## src/rtl/assert_macros.svh

```systemverilog
// ----------------------------------------------------------------------------
// Assertion macros
// Concurrent assertion wrappers, empty when SYNTHESIS is defined.
// ----------------------------------------------------------------------------
`ifndef ASSERT_MACROS_SVH
`define ASSERT_MACROS_SVH
`ifndef SYNTHESIS
`define ASSERT_IMPL(label, clk, rst, prop, msg) \
   label: assert property (@(posedge clk) disable iff (rst) prop) else $error(msg);
`define ASSERT_NORST(label, clk, prop, msg) \
   label: assert property (@(posedge clk) prop) else $error(msg);
`else
`define ASSERT_IMPL(label, clk, rst, prop, msg)
`define ASSERT_NORST(label, clk, prop, msg)
`endif
`endif

```

## src/rtl/upr_pkg.sv

```systemverilog
// ----------------------------------------------------------------------------
// Undistortion package
// Shared types and codes of the radial-tangential undistortion block.
// ----------------------------------------------------------------------------
`default_nettype none
package upr_pkg;
   localparam int REG_K1  = 0;
   localparam int REG_K2  = 1;
   localparam int REG_K3  = 2;
   localparam int REG_P1  = 3;
   localparam int REG_P2  = 4;
   localparam int REG_TOL = 5;
   localparam int REG_LIM = 6;
   localparam int CSR_IDX_BITS = 3;
   localparam int TOL_BITS = 16;
   localparam int LIM_BITS = 8;

   localparam logic [1:0] OUT_CONVERGED = 2'd0;
   localparam logic [1:0] OUT_NEG_SCALE = 2'd1;
   localparam logic [1:0] OUT_LIMIT     = 2'd2;

   typedef enum logic [1:0] {
      ALU_MUL,
      ALU_ADD,
      ALU_SUB
   } alu_op_type;

   typedef enum logic [3:0] {
      ST_IDLE,
      ST_CHECK,
      ST_OP,
      ST_OPWAIT,
      ST_RECIP,
      ST_RECIPWAIT,
      ST_DECIDE,
      ST_DONE
   } state_type;
endpackage
`default_nettype wire

```

## src/rtl/upr_alu.sv

```systemverilog
// ----------------------------------------------------------------------------
// Undistortion arithmetic unit
// Shared saturating multiply (rounded, Q format) and add/subtract, with a
// two-stage multiply path.
// ----------------------------------------------------------------------------
`default_nettype none
module upr_alu #(
   parameter int COORD_BITS = 32,
   parameter int FRAC_BITS  = 27
) (
   input  wire                          clock,
   input  wire                          reset,
   input  wire                          start,
   input  upr_pkg::alu_op_type          op,
   input  wire signed [COORD_BITS-1:0]  a,
   input  wire signed [COORD_BITS-1:0]  b,
   output logic                         done,
   output logic signed [COORD_BITS-1:0] res
);
   localparam int PW = 2 * COORD_BITS;
   localparam logic signed [COORD_BITS-1:0] VMAX = {1'b0, {(COORD_BITS-1){1'b1}}};
   localparam logic signed [COORD_BITS-1:0] VMIN = {1'b1, {(COORD_BITS-1){1'b0}}};

   logic              neg_ff, neg_in;
   logic [PW-1:0]     prod_ff, prod_in;
   logic [1:0]        stage_ff, stage_in;
   logic signed [COORD_BITS-1:0] res_ff, res_in;
   logic [COORD_BITS-1:0] ma, mb;
   logic signed [COORD_BITS:0] sum;
   logic [PW:0]       rnd;
   logic [PW-FRAC_BITS:0] mq;

   always_comb begin
      ma = a[COORD_BITS-1] ? COORD_BITS'(-a) : COORD_BITS'(a);
      mb = b[COORD_BITS-1] ? COORD_BITS'(-b) : COORD_BITS'(b);
      neg_in = neg_ff;
      prod_in = prod_ff;
      stage_in = {stage_ff[0], 1'b0};
      res_in = res_ff;
      sum = '0;
      rnd = {1'b0, prod_ff} + (PW+1)'({1'b1, {(FRAC_BITS-1){1'b0}}});
      mq = rnd[PW:FRAC_BITS];
      if (start) begin
         case (op)
            upr_pkg::ALU_MUL: begin
               neg_in = a[COORD_BITS-1] ^ b[COORD_BITS-1];
               prod_in = PW'(ma) * PW'(mb);
               stage_in = 2'b01;
            end
            upr_pkg::ALU_ADD, upr_pkg::ALU_SUB: begin
               sum = (op == upr_pkg::ALU_ADD) ?
                     ({a[COORD_BITS-1], a} + {b[COORD_BITS-1], b}) :
                     ({a[COORD_BITS-1], a} - {b[COORD_BITS-1], b});
               if (sum[COORD_BITS] != sum[COORD_BITS-1])
                  res_in = sum[COORD_BITS] ? VMIN : VMAX;
               else
                  res_in = sum[COORD_BITS-1:0];
               stage_in = 2'b10;
            end
            default: stage_in = 2'b00;
         endcase
      end else if (stage_ff[0]) begin
         if (neg_ff) begin
            if (mq > (PW-FRAC_BITS+1)'({1'b1, {(COORD_BITS-1){1'b0}}}))
               res_in = VMIN;
            else
               res_in = COORD_BITS'(-mq);
         end else begin
            if (mq > (PW-FRAC_BITS+1)'(VMAX))
               res_in = VMAX;
            else
               res_in = COORD_BITS'(mq);
         end
      end
   end

   always_ff @(posedge clock) begin
      if (reset) begin
         stage_ff <= '0;
      end else begin
         stage_ff <= stage_in;
      end
      neg_ff <= neg_in;
      prod_ff <= prod_in;
      res_ff <= res_in;
   end

   assign done = stage_ff[1];
   assign res = res_ff;
endmodule
`default_nettype wire

```

## config.mk

```make
export PLATFORM = sky130hd
export DESIGN_NAME = upr_alu
export DESIGN_NICKNAME = d
export VERILOG_FILES = /design/src/rtl/assert_macros.svh /design/src/rtl/upr_pkg.sv /design/src/rtl/upr_alu.sv
export SDC_FILE = /design/constraint.sdc
export NUM_CORES = 2
export LEC_CHECK = 0
export CAP_MARGIN = 20
export CORE_MARGIN = 4
export CORE_UTILIZATION = 50
export CTS_BUF_LIST = sky130_fd_sc_hd__clkbuf_2
export DETAILED_ROUTE_END_ITERATION = 6
export DONT_BUFFER_PORTS = 1
export PLACE_DENSITY = 0.68
export RECOVER_POWER = 50
export SLEW_MARGIN = 5
export SYNTH_ARGS = -nofsm -noshare
export SYNTH_HDL_FRONTEND = slang
export SYNTH_SLANG_ARGS = --single-unit
```

## constraint.sdc

```tcl
create_clock -name clock -period 10 [get_ports clock]
set_clock_uncertainty 0.15 [all_clocks]
set_input_delay 1 -clock clock [delete_from_list [all_inputs] [get_ports clock]]
set_output_delay 1 -clock clock [all_outputs]
set_load 0.1 [all_outputs]
```

# Yosys cells after proc, flatten, opt, wreduce, memory -nomap -nowiden
# Cells that the tools add are included.
[totals]
wordCells = 39
out_inout_bits = 33
register_bits = 99
[classes]
muxes = 13
reduce_logical = 6
mul = 1
n_eq_ne = 4
magnitude_cmp = 2
bitwise = 2
n_addsub = 6
[op_table]
columns = ["operator", "n"]
rows = [
  ["32-bit two-way mux", 10],
  ["32-bit negator", 3],
  ["64-bit by 27-bit adder with 65-bit output (second input constant)", 1],
  ["32-bit by 32-bit multiplier with 64-bit output", 1],
  ["38-bit by 31-bit > comparator with 1-bit output (second input constant)", 1],
  ["38-bit by 32-bit > comparator with 1-bit output (second input constant)", 1],
  ["32-bit by 32-bit adder with 33-bit output", 1],
  ["33-bit two-way mux", 1],
  ["32-bit by 32-bit subtractor with 33-bit output", 1],
  ["2-bit one-hot mux with 2 select lines", 1],
  ["2-bit AND reduction", 2],
  ["2-bit OR reduction", 2],
  ["2-bit by 1-bit == test with 1-bit output (second input constant)", 1],
  ["2-bit == test (second input constant)", 1],
  ["2-bit zero test", 1],
  ["2-bit two-way mux", 1],
  ["2-bit by 1-bit != test with 1-bit output (second input constant)", 1],
  ["2-bit nonzero test", 1],
  ["1-bit != test", 1],
  ["1-bit inverter", 1],
  ["1-bit XOR", 1],
]

# Depth between registers and ports, before layout
[depth]
word_depth = 6
depth_mapped = 38
mapped_depth_nobuf = 35

# Worst setup path after synthesis
# OpenSTA, ideal clock, no wires.
[synth_path]
path_kind = "input -> register"
start = "input port a[6]"
end = "register prod_ff[61], data pin"
cell_stages = 30
n_path_buf = 3
arrival_ps = 10113
slack_ps = -521
required_ps = 9592
cell_sequence = "or4_4 or3_1 or3_1 or3_1 buf_2 or4_4 o21ai_1 xnor2_1 clkbuf_1 nand2_1 fa_1 fa_1 fa_1 fa_1 inv_1 fa_1 fa_1 fa_1 inv_1 fa_1 inv_1 ha_1 clkbuf_1 nand4_1 or3_1 o31ai_1 a21oi_1 o31ai_1 a21oi_1 xnor2_1"
[synth_via]
elab_chain_cells = 3
[synth_lines]
columns = ["item", "line", "text"]
rows = [
  ["start: declaration", "upr_alu.sv:15", "input wire signed [COORD_BITS-1:0] a,"],
  ["32-bit negator", "upr_alu.sv:34", "ma = a[COORD_BITS-1] ? COORD_BITS'(-a) : COORD_BITS'(a);"],
  ["32-bit two-way mux (*)", "upr_alu.sv:34", ""],
  ["32-bit by 32-bit multiplier with 64-bit output (*)", "upr_alu.sv:47", "prod_in = PW'(ma) * PW'(mb);"],
  ["end signal: assignment", "upr_alu.sv:84", "prod_ff <= prod_in;"],
  ["end: declaration", "upr_alu.sv:25", "logic [PW-1:0] prod_ff, prod_in;"],
]
# Every way passes the cells marked *; elsewhere a longest branch is shown, timed or not.
# A chain may end at the register's enable or synchronous reset.

# Worst setup path after layout
# Ends and elaborated chain as after synthesis.

==> key figures <==
Outcome
  – Status: finished with violations
  – Failing checks: max-capacitance violations, max-slew violations, negative setup slack

Synthesis
  – Synth Area in Compound Gates: 7.358%
  – Synth top area share: 44.62%
  – Main combinational cell family by area after synthesis: adder cells
  – Main flop type after synthesis: edfxtp_1
  – Yosys warns: 0
  – Synthesis-stage register bit count: 73
  – Ys async rst share: 0%
  – Adder-Cell Fraction of Synth Area: 53.99%
  – Mux cell area share after synthesis: 0.5011%
  – Sequential area share after synthesis: 5.403%
  – Simple logic cell fraction of the synthesized area: 16.04%
  – Post-synthesis xor/xnor area fraction: 5.525%
  – Post-Synthesis Cell Area: 40200 um2
  – Synth cell types: 88
  – Post-synth top area cell: fa_1
  – Synthesized instance count: 4694
  – Syn Nets: 5960
  – Synthesized area per cell: 8.564 um2
  – Synth area leaders: fa_1 45%, ha_1 9.4%, inv_1 8.9%, nor2_1 5.9%, nand2_1 5.5%
  – Post-synth EDFFs: 71

CTS
  – CTS root buf: clkbuf_2
  – Clock sink count: 73
  – H-Tree Depth: 3
  – CTS tree: yes
  – Insertion delay to the later sink of the worst-skew pair: 0.60 ns
  – Clock Tree Buf Depth: 2
  – CTS Hold Buffers Added: 0
  – Cts bufs inserted: 9
  – Reg clk slew, reported paths: 0.26 ns

Timing
  – Final setup viols: 5
  – Hold Fails Final Rpt: 0
  – Worst-margin pin slew: 2.642 ns
  – Max frequency: 0.09924 GHz
  – Count of pins over their slew limit: 40
  – Minimum clock period: 10.08 ns
  – Hold_ws: 0.2723 ns
  – Setup slack after layout: -0.07697 ns
  – Crit share post-route: 100.8%
  – Relative slew slack: -76.11%
  – Unrepaired setup endpoints after global routing: true

Route
  – Vias: 34190
  – Post-DR wirelength/cell: 22.91 um
  – # DRC: 0
  – DR iter-0 viols: 3111
  – WL final: 137900 um
  – First-pass DRT Iterations: 6
  – DR top layer: met4
  – Met1 WL: 50770 um
  – Final antenna-violating net count: 0
  – Metal3 WL: 16290 um
  – Via density: 5.681
  – Met2 wire length: 62490 um

Layout
  – Share of layout cells above drive strength 1: 14.02%
  – Layout Nets: 6225
  – Area grow syn2layout: 13.93%

Floorplanning
  – Core Area: 79390 um2
  – Die ar.: 85000 um2
  – Die H: 291.5 um
  – Site row count: 103
  – Starting Density: 50.64%
  – DIE WIDTH: 291.5 um
  – I/O pin count: 102

Critical path
  – Max FO, Critical Path: 4
  – Critical path data required time: 10.20 ns
  – Setup crit end kind: register
  – Reg-to-reg slack, setup: 4.50 ns
  – Critical path launch point: a[6]
  – Register-to-Register Path Depth: 11
  – Critical-path top delay cell: fa_2
  – Startpoint types: input pin
  – Most common cell on crit path: fa_1
  – CP peak stage delay: 0.58 ns
  – R2r endpoint: res[10]
  – Reg-to-Reg Start: prod_ff[27]
  – WP data arrival: 10.28 ns
  – WS Path Type: in2reg

Worst hold path
  – Hold Path Sink: stage_ff[1]
  – Hold Crit Depth: 1
  – Min-Delay Path Class: in2reg
  – Hold_sp: reset

Job
  – Maxcap violations: 1

Placed design
  – DP Wirelength: 119200 um
  – Port Buffers: 0
  – RD Place Congestion: 1.033

GRT
  – Largest net degree at the start of global routing: 53
  – All-Layer GR Usage: 32.82%
  – Vias in the first global route: 35910
  – First-pass GRT wire length: 212300 um
  – Initial antenna violation count: 4
  – Grt total ovfl: 0
==> flip-flops by register name, summed over array words and instances (netlist names) <==
signal,count
prod_ff,38
res,32
stage_ff,2
neg_ff,1
==> area by class of cell <==
| type | instances | area (um2) |
|---|---|---|
| Multi-Input combinational cell | 3434 | 34590 |
| Fill cell | 7140 | 33590 |
| Timing Repair Buffer | 492 | 4016 |
| Inverter | 949 | 3562 |
| Sequential cell | 73 | 2172 |
| Tap cell | 1050 | 1314 |
| Clock inverter | 7 | 85.08 |
| Clock buffer | 9 | 45.04 |
| Antenna cell | 4 | 10.01 |
==> cell families (layout without fill, tap and decap cells) <==
logic type      count (synthesis)  in the layout
other cells                     0              4
fa+ha+maj                    1197           1197
flops                          73             73
mux                            19             19
buf+inv                      1187           1457
compound gates                448            448
simple gates                 1519           1519
xor+xnor                      251            251
==> placed cells by master (no fill, tap or decap), drive strengths merged, types with 6 or more instances in the layout <==
| cell | n |
|---|---|
| xnor2 | 132 |
| nor4 | 10 |
| nand4 | 35 |
| clkbuf | 9 |
| mux2i | 10 |
| mux2 | 9 |
| fa | 896 |
| xor2 | 119 |
| edfxtp | 71 |
| a21oi | 133 |
| o221ai | 8 |
| o31ai | 15 |
| nand2b | 19 |
| inv | 952 |
| a31oi | 22 |
| and3 | 18 |
| nor2 | 631 |
| nor2b | 12 |
| o21a | 8 |
| o211ai | 17 |
| nand2 | 587 |
| o41ai | 6 |
| and4 | 10 |
| buf | 492 |
| o21ai | 86 |
| a211oi | 16 |
| and2 | 43 |
| nand3 | 51 |
| a21o | 56 |
| or4 | 10 |
| o21bai | 12 |
| or3 | 19 |
| nor3 | 48 |
| ha | 301 |
==> cell usage after synthesis (all sizes together), types with 17 or more instances <==
library cell    n
xnor2         132
o21ai          86
a31oi          22
nand3          51
nand2b         19
a21oi         133
or3            19
edfxtp         71
and2           43
o211ai         17
nor3           48
ha            301
xor2          119
buf            26
nor2          631
nand2         587
fa            896
nand4          35
and3           18
a21o           56
clkbuf        212
inv           949
==> worst max-delay path, delay by kind of cell <==
family | cells | cell delay, ns
adders and majority gates | 9 | 4.32
xor gates and xnor gates | 2 | 0.29
AOI/OAI and AO/OA | 5 | 1.11
and+or+nand+nor | 7 | 2.55
buffers and inverters | 9 | 0.94
==> worst max-delay path by stage <==
stage	end	slack, ns	cells past startpoint
2_1_floorplan	prod_ff[50]	-0.24	34
3_3_place_gp	prod_ff[62]	-0.92	32
3_5_place_dp	prod_ff[57]	-1.04	34
4_1_cts	prod_ff[61]	-0.01	32
5_1_grt	prod_ff[62]	-0.18	35
6_report	prod_ff[61]	-0.08	32
==> metrics by stage <==
step / worst slack (ns) / cell area (um2) / utilization (%) / setup TNS, ns / instances
finish: -0.07697 / 45800 / 57.69 / -0.1214 / 6018
global placement: -0.9239 / 44900 / 56.56 / -23.04 / 5983
floorplan: -0.2393 / 40380 / - / -1.986 / 4694
CTS: -0.01325 / 45150 / 56.88 / -0.01325 / 6001
detailed placement: -1.041 / 44900 / 56.56 / -25.93 / 5983
global route: -0.1755 / 45790 / 57.68 / -2.017 / 6015
==> layer usage <==
| layer | vias to the layer above | GRT usage, % |
|---|---|---|
| li1 | 14810 | - |
| met1 | 17130 | 42.51 |
| met2 | 1827 | 51.85 |
| met3 | 414 | 8.815 |
| met4 | 0 | 15.12 |
| met5 | - | 0 |
==> timing repair <==
action	4_1_cts	5_1_grt
pin swaps	3	53
resized for setup	22	111
setup endpoints to repair	26	27
buffers inserted	2	14
Power is not shown: default switching activity piles up to over one toggle a cycle in this logic, so the estimate is an artifact.
