## src/rtl/assert_macros.svh

```systemverilog
// ----------------------------------------------------------------------------
// Assertion macros
// Concurrent assertion wrappers, empty when SYNTHESIS is defined.
// ----------------------------------------------------------------------------
`ifndef ASSERT_MACROS_SVH
`define ASSERT_MACROS_SVH
`ifndef SYNTHESIS
`define ASSERT_IMPL(label, clk, rst, prop, msg) \
   label: assert property (@(posedge clk) disable iff (rst) prop) else $error(msg);
`define ASSERT_NORST(label, clk, prop, msg) \
   label: assert property (@(posedge clk) prop) else $error(msg);
`else
`define ASSERT_IMPL(label, clk, rst, prop, msg)
`define ASSERT_NORST(label, clk, prop, msg)
`endif
`endif

```

## src/rtl/upr_recip.sv

```systemverilog
// ----------------------------------------------------------------------------
// Undistortion reciprocal unit
// Restoring divider: round(2^(2F) / d) for positive d, one bit a cycle,
// saturated to the coordinate range.
// ----------------------------------------------------------------------------
`default_nettype none
module upr_recip #(
   parameter int COORD_BITS = 32,
   parameter int FRAC_BITS  = 27
) (
   input  wire                          clock,
   input  wire                          reset,
   input  wire                          start,
   input  wire  [COORD_BITS-1:0]        den,
   output logic                         done,
   output logic signed [COORD_BITS-1:0] quo
);
   `include "assert_macros.svh"
   localparam int NB = 2 * FRAC_BITS + 2;
   localparam int CW = $clog2(NB + 1);
   localparam int RW = COORD_BITS + 1;
   localparam logic [COORD_BITS-1:0] VMAX = {1'b0, {(COORD_BITS-1){1'b1}}};

   logic            busy_ff, busy_in;
   logic            done_ff, done_in;
   logic [CW-1:0]   cnt_ff, cnt_in;
   logic [RW-1:0]   rem_ff, rem_in;
   logic [NB-1:0]   q_ff, q_in;
   logic [COORD_BITS-1:0] den_ff, den_in;
   logic [COORD_BITS-1:0] quo_ff, quo_in;
   logic [RW-1:0]   trial;
   logic            bit_in;
   logic [NB:0]     qr;

   always_comb begin
      busy_in = busy_ff;
      done_in = 1'b0;
      cnt_in = cnt_ff;
      rem_in = rem_ff;
      q_in = q_ff;
      den_in = den_ff;
      quo_in = quo_ff;
      bit_in = (cnt_ff == CW'(NB - 1 - 2 * FRAC_BITS));
      trial = {rem_ff[RW-2:0], bit_in};
      qr = '0;
      if (start) begin
         busy_in = 1'b1;
         cnt_in = '0;
         rem_in = '0;
         q_in = '0;
         den_in = den;
      end else if (busy_ff) begin
         if (cnt_ff == CW'(NB)) begin
            qr = {1'b0, q_ff} + ((rem_ff >= (RW'(den_ff) - rem_ff)) ? 1'b1 : 1'b0);
            quo_in = (qr > (NB+1)'(VMAX)) ? VMAX : COORD_BITS'(qr);
            busy_in = 1'b0;
            done_in = 1'b1;
         end else begin
            if (trial >= RW'(den_ff)) begin
               rem_in = trial - RW'(den_ff);
               q_in = {q_ff[NB-2:0], 1'b1};
            end else begin
               rem_in = trial;
               q_in = {q_ff[NB-2:0], 1'b0};
            end
            cnt_in = cnt_ff + 1'b1;
         end
      end
   end

   always_ff @(posedge clock) begin
      if (reset) begin
         busy_ff <= 1'b0;
         done_ff <= 1'b0;
      end else begin
         busy_ff <= busy_in;
         done_ff <= done_in;
      end
      cnt_ff <= cnt_in;
      rem_ff <= rem_in;
      q_ff <= q_in;
      den_ff <= den_in;
      quo_ff <= quo_in;
   end

   assign done = done_ff;
   assign quo = quo_ff;

   `ASSERT_IMPL(a_rem_below_den, clock, reset, busy_ff |-> rem_ff < RW'(den_ff), "remainder out of range")
   `ASSERT_IMPL(a_done_ends_busy, clock, reset, done_ff |-> !busy_ff, "done while busy")
   `ASSERT_IMPL(a_done_after_busy, clock, reset, done_ff |-> $past(busy_ff), "done without run")
endmodule
`default_nettype wire

```

## config.mk

```make
export PLATFORM = sky130hd
export DESIGN_NAME = upr_recip
export DESIGN_NICKNAME = d
export VERILOG_FILES = /design/src/rtl/upr_recip.sv
export VERILOG_INCLUDE_DIRS = /design/src /design/src/rtl
export SDC_FILE = /design/constraint.sdc
export NUM_CORES = 1
export LEC_CHECK = 0
export BUFFER_PORTS_ARGS = -buffer_cell sky130_fd_sc_hd__buf_2
export CAP_MARGIN = 20
export CORE_MARGIN = 2
export CORE_UTILIZATION = 50
export DETAILED_ROUTE_END_ITERATION = 10
export GPL_ROUTABILITY_DRIVEN = 0
export PLACE_DENSITY = 0.79
export RECOVER_POWER = 50
export SYNTH_ARGS = -nofsm -noshare
export SYNTH_HDL_FRONTEND = slang
export SYNTH_SLANG_ARGS = --single-unit
```

## constraint.sdc

```tcl
create_clock -name clock -period 7.6 [get_ports clock]
set_input_delay 1.52 -clock clock [delete_from_list [all_inputs] [get_ports clock]]
set_output_delay 1.52 -clock clock [all_outputs]
set_load 0.005 [all_outputs]
```

# After elaboration in Yosys (flattened, before gate mapping)
# Index checks and enable logic that the tools add are counted.
# totals
regBits,161
input_bits,35
out_inout_bits,33
word_cells,29
# classes
add_sub_neg,4
n_lt_le_gt_ge,3
n_eq_ne,2
n_mux,7
bitwise,3
reduce_logical,3
# op_table
cell,count
56-bit by 1-bit adder with 57-bit output,1
"57-bit by 31-bit greater-than comparator with 1-bit output, second input constant",1
33-bit by 32-bit greater-or-equal comparator with 1-bit output,1
33-bit greater-or-equal comparator,1
33-bit two-way mux,1
32-bit by 33-bit subtractor with 33-bit output,1
33-bit by 32-bit subtractor with 33-bit output,1
"6-bit by 1-bit adder with 6-bit output, second input constant",1
"6-bit by 1-bit equality test with 1-bit output, second input constant",1
"6-bit equality test, second input constant",1
1-bit two-way mux,6
1-bit NOT,3
3-bit AND reduction,1
3-bit OR reduction,1
2-bit AND reduction,1

# Longest topological paths before layout
# Gate-level depths: netlist of run 1.
# logic_depth
ltp_word,5
depth_mapped,35
ltp_nobuf,32

# Least setup slack after synthesis of run 1
# No wires, ideal clock.
# synth_timing
path_type,register to register
from,register rem_ff[7]
to,"register quo_ff[21], in the netlist quo[21] (data pin)"
setup_ns,0.255
t_arrival_ns,6.555
t_required_ns,7.345
setup_slack_ns,0.790
stages_incl_launch_ff,34
path_buffers,3
period_less_slack_ns,6.810
path_cell_list,dfxtp_1 -> inv_1 -> ha_1 -> a21oi_1 -> nand2_1 -> a221o_1 -> a21oi_1 -> o21ai_0 -> a41o_1 -> a211o_1 -> a21oi_1 -> xor2_1 -> ha_1 -> and4_1 -> nand3_1 -> nor3_1 -> a21oi_1 -> o21ai_0 -> a21oi_1 -> a211oi_1 -> ha_1 -> ha_1 -> and4_1 -> nor2b_1 -> clkbuf_1 -> nand4_1 -> a211oi_1 -> a2bb2oi_1 -> o211ai_1 -> or4b_1 -> nor3_2 -> buf_4 -> buf_6 -> nand2_1
# synth_via
elab_chain_len,5
# synth_rtl
item,line,source
"start, declared",upr_recip.sv:27,"logic [RW-1:0] rem_ff, rem_in;"
"start signal, assigned",upr_recip.sv:80,rem_ff <= rem_in;
32-bit by 33-bit subtractor with 33-bit output,upr_recip.sv:54,"qr = {1'b0, q_ff} + ((rem_ff >= (RW'(den_ff) - rem_ff)) ? 1'b1 : 1'b0);"
33-bit greater-or-equal comparator (*),upr_recip.sv:54,
1-bit two-way mux (*),upr_recip.sv:54,
56-bit by 1-bit adder with 57-bit output (*),upr_recip.sv:54,
57-bit by 31-bit greater-than comparator with 1-bit output,upr_recip.sv:55,quo_in = (qr > (NB+1)'(VMAX)) ? VMAX : COORD_BITS'(qr);
"end signal, assigned",upr_recip.sv:83,quo_ff <= quo_in;
"end, declared",upr_recip.sv:30,"logic [COORD_BITS-1:0] quo_ff, quo_in;"
# Mark *: on every way between the ends. The rest lies on a longest branch, timed or not.
# A chain may end at the register's enable or synchronous reset.

# Worst setup path after layout of run 1
# layout_timing
from,register rem_ff[7]
to,"register quo_ff[4], in the netlist quo[4] (data pin)"
# The elaborated chain is that of the path after synthesis.

==> results of run 1 <==
per-layer routing:
metal	global-route usage	share of wire	vias up
li1	-	-	4574
met4	0.0855	0.022	0
met5	0	0	-
met3	0.0377	0.049	41
met2	0.386	0.49	297
met1	0.294	0.44	4383
state kept, by name, summed over array words and instances, names as in the netlist:
name     flops
q_ff        56
rem_ff      33
den_ff      32
quo         32
cnt_ff       6
busy_ff      1
done         1
cell families after synthesis:
kind of cell    count (synthesis)  synth area share
compound gates                342             0.219
xor+xnor                       91            0.0740
other cells                     1          0.000348
mux                             9           0.00848
simple gates                  363             0.169
buf+inv                       136            0.0491
flops                         161             0.359
fa+ha+maj                     103             0.121
worst max-delay path by stage:
stage / slack (ns) / from / cells past startpoint / end
after floorplan: 0.79 / rem_ff[7] / 33 / quo[21]
after global placement: 0.42 / rem_ff[7] / 32 / quo[4]
after detailed placement: 0.14 / rem_ff[7] / 31 / quo[4]
after CTS: 0.11 / rem_ff[7] / 31 / quo[4]
after global routing: -0.06 / rem_ff[7] / 32 / quo[4]
final: 0.41 / rem_ff[7] / 32 / quo[4]
placed cells by master, fill, tap and decap left out, types with 9 or more instances in the layout:
cell       netlist  layout
xnor2_1         44      44
nand2_1        123     123
nand3_1         57      57
a211oi_1        13      10
a21o_1          38      38
o21ai_0         61      60
a21oi_1         70      68
a22o_1          52      52
a31oi_1         13      11
buf_2            4      46
buf_4            1      10
inv_1           87      87
nand2b_1        17      17
clkbuf_1        37      22
edfxtp_1        64      64
dfxtp_1         97      97
o311ai_0        19      19
nor3_1          19      18
o21a_1           9       9
nand4_1         29      29
nor2_1          53      51
clkbuf_16        0      17
o211ai_1         9       9
and3_1          13      13
ha_1           101     101
and4_1          12      11
xor2_1          47      47
critical path, delay by kind of cell, from the launching register on:
kind                       cells  cell delay, ns
adders and majority gates      4            1.09
xor gates and xnor gates       1            0.09
buffers and inverters          3            0.55
DFF                            1            0.39
AOI/OAI and AO/OA             14            2.50
and+or+nand+nor               10            2.30
metrics by stage:
| stage | area, um2 | total power, uW | setup TNS, ns | setup WS [ns] | hold WS [ns] |
|---|---|---|---|---|---|
| global placement | 11400 | 1250 | 0 | 0.424 | 0.438 |
| floorplan | 10800 | 1180 | 0 | 0.790 | 0.425 |
| global route | 12100 | 2230 | -0.594 | -0.0561 | 0.511 |
| finish | 12100 | 2140 | 0 | 0.406 | 0.471 |
| detailed placement | 11400 | 1260 | 0 | 0.140 | 0.452 |
| CTS | 12000 | 2140 | 0 | 0.111 | 0.469 |
layout make-up:
cell class	count	area, um2	area share
Sequential cell	161	3860	0.321
Clock inverter	15	196	0.0163
Multi-Input combinational cell	909	6470	0.537
Timing Repair Buffer	82	427	0.0354
Tap cell	275	344	0.0286
Clock buffer	17	425	0.0353
Inverter	87	327	0.0271
repair_timing:
item | 4_1_cts | 5_1_grt
endpoints found under the hold margin | 0 | 0
hold buffers | 0 | 0
setup buffers | 0 | 3
setup endpoints to repair | 0 | 31
resized for setup | 0 | 18
power breakdown:
group	switching [uW]	internal (uW)	total, uW
sequential	16.7	914	931
clock	438	454	891
combinational	192	130	322
total	646	1500	2140
==> run metrics, run 1 <==
Pleak=0.00507 uW; Fill cells=1851; peak supply drop=0.000147 V; max incr delay on CP=between 0.5 and 0.6 ns; Synth Warn #=0; first-pass GRT wire length=42000 um; CTS Buffer Depth=2; Tmin final=7.19 ns; Die Height=151 um; Via density=6.01; failing checks=max-capacitance violations, max-slew violations; Root Driver=clkbuf_16; most frequent cell after synthesis=nand2_1; asr flop ratio synth=0; pwr/cell area=178 nW/um2; detailed router's first-iteration violation count=646; antenna cells=0; DP Cell Count=1509; Layout Skew=roughly 0.015 ns; die width=151 um; cts bufs inserted=17; Hold Path Class=reg2reg; Synth area leader=dfxtp_1; Synth area leaders=dfxtp_1, edfxtp_1, ha_1, nand2_1, a22o_1; Setup CP Type=reg2reg; Hold Path End=q_ff[55]; total congestion overflow=0; Worst-Margin Slew=2.43 ns; Synth Flop Type=dfxtp_1; TritonCTS clock tree=yes; Worst Min Path Start=q_ff[55]; num ports=68; maximum operating frequency=139 MHz; Cell Rows=53; Clk pin slew, worst setup/hold paths=0.08 ns; Final Cycle Share=0.947; cell area after synthesis=approximately 11000 um2; CTS H-tree lvls=4; number of remaining DRC errors=0; drt total wl=25400 um; count of cell types in the netlist=68; synthesized flop and latch total=161; worst reg2reg path endpoint=quo[4]; clk sinks=around 160; final hold vios=0; Via Count=~9300; syn avg cell area=around 9 um2; max_cap viols=2; non-filler cells, final=1546; core area=21100 um2; crit path DAT=around 7.4 ns; Post-synth EDFFs=64; Nets=1396; Max-Slew Margin vs Limit=-0.621; clock latency at the later pin of the worst-skew pair=~0.45 ns; status=finished with violations; Hold Path Depth=2; Total Routing Usage GR=0.229; Post-Syn Instances=1206; post-route ant nets=0; hpwl dp=approximately 18000 um; Worst R2R Start=rem_ff[7]; top-area cell type share of the netlist area=0.180; post-DR wirelength/cell=around 16 um; antenna violations before repair=0; vias in the first global route=8666; Slew Viols, Final=77; CP max FO=16; Reg2Reg Setup Slack=0.41 ns; CP Capture Type=flip-flop; sequential share of the synthesized area=0.359; Area Growth Syn to Fin=11.9%; Worst path slowest cell=or4b_1; largest net degree at the start of global routing=67; Worst setup SP type=flip-flop; layout cells sized above 1=0.0905; R2R cell count=32; Mapped Nets=~1300; CP Data Required Time=a little under 8 ns; Initial Utilization=0.511; IO Port Bufs=67; 1st-pass router iterations=6; Setup Viol. Count Final=0; Post-synth top cells=nand2_1, ha_1, dfxtp_1; area of the die=approximately 23000 um2; post-route core utilization=0.571
Note: power is estimated with default switching activity, not from simulation.
==> inputs of run 2 (changes only) <==
--- a/config.mk
+++ b/config.mk
@@ -6,13 +6,14 @@
 export SDC_FILE = /design/constraint.sdc
 export NUM_CORES = 1
 export LEC_CHECK = 0
+export ABC_AREA = 1
 export BUFFER_PORTS_ARGS = -buffer_cell sky130_fd_sc_hd__buf_2
 export CAP_MARGIN = 20
 export CORE_MARGIN = 2
 export CORE_UTILIZATION = 50
 export DETAILED_ROUTE_END_ITERATION = 10
 export GPL_ROUTABILITY_DRIVEN = 0
-export PLACE_DENSITY = 0.79
+export PLACE_DENSITY = 0.78
 export RECOVER_POWER = 50
 export SYNTH_ARGS = -nofsm -noshare
 export SYNTH_HDL_FRONTEND = slang
==> run 2 against run 1 <==
Register-to-register slack better by 0.74 ns. Final area is 12% higher. Sequential share of layout area is 3.4 points lower. The run still ends with max-capacitance violations, max-slew violations left. Sequential power hardly changed. Core utilization is 1.3 points lower. Worst hold slack better by 0.033 ns. Fmax is 11% higher. First-iteration DRC count is 93% higher. Wire length is 32% higher. Critical path type unchanged.
==> run metrics, run 2 <==
Setup CP Type=reg2reg; final hold vios=0; crit path DAT=6.60 ns; pwr/cell area=157 nW/um2; hpwl dp=26700 um; Setup WS post-layout=roughly 1.1 ns; Worst path slowest cell=nor2_4; sw frac=0.304; Root Driver=clkbuf_16; cell area after synthesis=12300 um2; Die Height=161 um; DP Cell Count=around 2200; peak supply drop=0.000152 V; sequential share of the synthesized area=0.315; hold_buf cts=0; Pleak=about 0.0058 uW; commonest non-fill, non-tap cells in the layout=nand2_1, inv_1, nor2_1; count of cell types in the netlist=44; first-pass GRT wire length=approximately 54000 um; total congestion overflow=0; max FFs per register=56; Most flops, register=q_ff; number of remaining DRC errors=0; post-route ant nets=0; Synth area leader=dfxtp_1; Mapped Nets=1919; Psw=642 uW; max_cap viols=2; Max-Slew Margin vs Limit=-0.412; commonest non-fill, non-tap cell in the layout=nand2_1; post-CTS sizing=0; clock latency at the later pin of the worst-skew pair=between 0.4 and 0.5 ns; Clk pwr share=0.412; Power Internal=~1500 uW; drt total wl=roughly 34000 um; Total Routing Usage GR=0.259; clk sinks=~160; core area=approximately 24000 um2; detailed router's first-iteration violation count=around 1200; 1st-pass router iterations=6; combinational power share=0.149; syn avg cell area=6.88 um2; Post-CTS Setup Bufs=0; maximum operating frequency=155 MHz; Final Cycle Share=0.850; Worst setup SP type=flip-flop; layout cells sized above 1=0.0726; synthesized flop and latch total=161; top-area cell type share of the netlist area=0.158; TritonCTS clock tree=yes; Post-synth top cells=nand2_1, inv_1, nor2_1; Clk pin slew, worst setup/hold paths=0.07 ns; most frequent cell after synthesis=nand2_1; Layout Skew=about 0.017 ns; Setup Viol. Count Final=0; Post-synth EDFFs=64; non-filler cells, final=2183; antenna cells=0; Top Registers=q_ff x56, rem_ff x33; setup_tns=0 ns; Initial Utilization=0.507; Area Growth Syn to Fin=10.1%; die width=161 um; CTS Buffer Depth=2; Cell Rows=57; Via density=around 5.6; final hold slack=0.503 ns; max incr delay on CP=0.53 ns; largest net degree at the start of global routing=64; Via Count=12300; antenna violations before repair=0; IO Port Bufs=67; dpl ws=about 1.3 ns; CP max FO=31; CP Data Required Time=7.75 ns; status=finished with violations; Hold Path Class=reg2reg; CP Capture Type=flip-flop; post-DR wirelength/cell=roughly 15 um; CTS H-tree lvls=4; Nets=1984; Worst-Margin Slew=2.12 ns; Seq pwr share=0.439; failing checks=max-capacitance violations, max-slew violations; cts bufs inserted=17; Slew Viols, Final=72; asr flop ratio synth=0; area of the die=around 26000 um2; Worst path most repeated cell=nand2_1; post-route core utilization=0.559; Synth area leaders=dfxtp_1, edfxtp_1, nand2_1, ha_1, inv_1; Tmin final=6.46 ns; vias in the first global route=11200; Post-Syn Instances=between 1500 and 2000; num ports=68; Synth Flop Type=dfxtp_1; unrepaired setup endpoints after global routing=false; Synth Warn #=0
## run 2: cell count changes in the layout (fill, tap and decap cells not counted), sizes merged, moves of 12 or more
cell    before  now
inv         96  242
and4        12    0
nand2b      17    1
o22ai        2   54
nand3       57  143
a21o        38   11
and3        13    1
a21oi       70   93
nand2      123  465
xnor2       44   27
a22o        52    0
nor2        53  235
o311ai      19    0
## run 2: worst paths after layout
kind         startpoint         to  slack [ns]  cells after the start
max           den_ff[0]     quo[0]        1.14                     35
min           cnt_ff[5]  cnt_ff[5]        0.50                      2
max reg2reg   den_ff[0]     quo[0]        1.14                     35
min reg2reg   cnt_ff[5]  cnt_ff[5]        0.50                      2
## run 2: area by class of cell
type                    instances  area, um2
clock buffers                  17        425
clock inverters                15        188
fillers                      2231      10700
inverters                     237        890
multi-input cells            1354       7360
flip-flops and latches        161       3860
well taps                     324        405
repair buffers                 75        372
## run 2: through the flow
| stage | total power, uW | area, um2 |
|---|---|---|
| 2_1_floorplan | 1170 | 12300 |
| 3_3_place_gp | 1250 | 12900 |
| 3_5_place_dp | 1250 | 12900 |
| 4_1_cts | 2120 | 13500 |
| 5_1_grt | 2200 | 13500 |
| 6_report | 2110 | 13500 |
## run 2: logic make-up (layout without fill, tap and decap cells)
family | Yosys count | count (layout) | share of synthesized area
AOI/OAI and AO/OA | 255 | 255 | 0.117
xor gates and xnor gates | 74 | 74 | 0.0529
adders and majority gates | 103 | 103 | 0.106
buffers and inverters | 266 | 344 | 0.0846
DFF | 161 | 161 | 0.315
other | 1 | 1 | 0.000306
and+or+nand+nor | 921 | 921 | 0.324
## run 2: per-layer routing
layer  vias up  wire length, um  part of all wire  GRT usage
met5         -                0                 0          0
met1      5494            14300              0.43      0.346
li1       6043                -                 -          -
met3       116             3030             0.090     0.0374
met4         0             1330             0.040      0.109
met2       617            14900              0.44      0.421
## run 2: power by group through the flow
stage | clock network, uW | registers, uW | logic (uW)
floorplan | 0 | 939 | 227
global placement | 0 | 946 | 300
detailed placement | 0 | 946 | 308
CTS | 881 | 926 | 310
global route | 918 | 929 | 350
finish | 870 | 928 | 315
## run 2: worst max-delay path, delay by kind of cell, from the launching register on
kind                       cells  cell delay (ns)
adders and majority gates      5             1.39
AOI/OAI and AO/OA              4             1.13
buffers and inverters          3             0.21
DFF                            1             0.43
and+or+nand+nor               23             3.01
==> inputs of run 3 (changes only) <==
--- a/config.mk
+++ b/config.mk
@@ -6,14 +6,14 @@
 export SDC_FILE = /design/constraint.sdc
 export NUM_CORES = 1
 export LEC_CHECK = 0
-export ABC_AREA = 1
+export ABC_AREA = 0
 export BUFFER_PORTS_ARGS = -buffer_cell sky130_fd_sc_hd__buf_2
 export CAP_MARGIN = 20
 export CORE_MARGIN = 2
 export CORE_UTILIZATION = 50
 export DETAILED_ROUTE_END_ITERATION = 10
 export GPL_ROUTABILITY_DRIVEN = 0
-export PLACE_DENSITY = 0.78
+export PLACE_DENSITY = 0.79
 export RECOVER_POWER = 50
 export SYNTH_ARGS = -nofsm -noshare
 export SYNTH_HDL_FRONTEND = slang
==> constraint.sdc (replaced) <==
create_clock -name clock -period 6 [get_ports clock]
set_input_delay 1.2 -clock clock [delete_from_list [all_inputs] [get_ports clock]]
set_output_delay 1.2 -clock clock [all_outputs]
set_load 0.005 [all_outputs]
==> run 3 against run 2 <==
The run ends with max-capacitance violations, max-slew violations, negative setup slack left. Wire length shrank 17%. Non-clock buffer count grew 115. Die area shrank 12%. Register-to-register slack lost 1.8 ns. Clock skew shrank 0.0068 ns. Sequential power grew 27%. Critical path depth is the same. Cell count shrank 24%. Global-route usage shrank 1.7 points. Highest routed layer unchanged.
==> run metrics, run 3 (synthesis gave the netlist of run 1 again) <==
status=finished with violations; failing checks=max-capacitance violations, max-slew violations, negative setup slack; hpwl dp=19500 um; pwr/cell area=around 210 nW/um2; peak supply drop=0.000198 V; TritonCTS clock tree=yes; cts bufs inserted=17; Via Count=approximately 9800; commonest non-fill, non-tap cells in the layout=nand2_1, buf_4, dfxtp_1; clk sinks=161; Worst setup SP type=flip-flop; crit path DAT=6.81 ns; Worst path slowest cell=or4b_4; num ports=68; Die Height=151 um; Hold Path Class=reg2reg; Top Registers=q_ff x56, rem_ff x33; Total Routing Usage GR=0.242; Worst path most repeated cell=a21oi_2; vias in the first global route=9234; Most flops, register=q_ff; drt total wl=27800 um; Worst-Margin Slew=2.47 ns; antenna cells=0; post-route ant nets=0; CP Capture Type=flip-flop; layout cells sized above 1=0.197; highest metal used=met4; Clk pin slew, worst setup/hold paths=0.07 ns; Initial Utilization=0.511; Nets=1504; Cell Rows=53; met2 WL post-DR=approximately 14000 um; Max-Slew Margin vs Limit=-0.648; post-DR wirelength/cell=between 15 and 20 um; IO Port Bufs=67; Slew Viols, Final=between 70 and 80; die width=around 150 um; unrepaired setup endpoints after global routing=true; antenna violations before repair=0; Setup CP Type=reg2reg; max incr delay on CP=0.56 ns; Area Growth Syn to Fin=21.6%; CTS Buffer Depth=2; Layout Skew=0.0101 ns; maximum operating frequency=151 MHz; clock latency at the later pin of the worst-skew pair=approximately 0.44 ns; total congestion overflow=0; number of remaining DRC errors=0; final hold slack=0.477 ns; CP Data Required Time=between 6 and 7 ns; core area=21100 um2; Final Cycle Share=1.10; fin area=about 13000 um2; max FFs per register=56; Tmin final=6.62 ns; Pleak=0.00569 uW; detailed router's first-iteration violation count=900; wl on met1=12000 um; area of the die=~23000 um2; max_cap viols=2; 1st-pass router iterations=5; largest net degree at the start of global routing=65; CTS H-tree lvls=4; final hold vios=0; commonest non-fill, non-tap cell in the layout=nand2_1; placed cell areas=around 12000 um2; first-pass GRT wire length=44500 um; CP max FO=8; Setup Viol. Count Final=31; Via density=5.94; dpl ws=-0.769 ns; Setup WS post-layout=-0.625 ns; WL met3=about 1300 um; Root Driver=clkbuf_16
run 3: final timing paths:
| check | from | endpoint | slack (ns) | cells past startpoint |
|---|---|---|---|---|
| setup / recovery | den_ff[0] | quo[27] | -0.62 | 35 |
| hold / removal | q_ff[55] | q_ff[55] | 0.48 | 2 |
| setup reg to reg | den_ff[0] | quo[27] | -0.62 | 35 |
| hold reg to reg | q_ff[55] | q_ff[55] | 0.48 | 2 |
run 3: metrics by stage:
stage	instances	setup TNS [ns]	utilization	total power [uW]
6_report	1654	-18.93	0.621	2780
5_1_grt	1654	-28.07	0.621	2880
4_1_cts	1646	-14.77	0.615	2760
3_5_place_dp	1606	-22.93	0.579	1670
3_3_place_gp	1606	-17.91	0.579	1660
2_1_floorplan	1206	-4.25	-	1510
run 3: critical path, delay by kind of cell, from the launching register on:
family / cells / cell delay [ns]
simple gates: 9 / 1.70
fa+ha+maj: 5 / 1.21
compound gates: 14 / 2.22
buf+inv: 6 / 0.64
flops: 1 / 0.39
xor+xnor: 1 / 0.22
run 3: routing by layer:
metal,global-route usage,up-vias
met5,0,-
met4,0.0935,0
met3,0.0361,69
met2,0.428,297
met1,0.297,4672
li1,-,4785
run 3: timing repair:
action | 4_1_cts | 5_1_grt
pin swaps | 14 | 24
setup endpoints to repair | 31 | 31
setup buffers | 7 | 8
resized for setup | 18 | 39
hold buffers | 0 | 0
cloned | 1 | 2
run 3: power by group:
part / internal, uW / switching [uW] / total, uW
Sequential: 1160 / 18.0 / 1180
Combinational: 230 / 281 / 511
Clock: 559 / 530 / 1090
Total: 1950 / 829 / 2780
run 3: layout make-up:
class,instances,area (um2)
Fill cell,1742,7990
Sequential cell,161,3870
Multi-Input combinational cell,909,6690
Clock inverter,15,155
Inverter,87,327
Tap cell,275,344
Clock buffer,17,425
Timing Repair Buffer,190,1290
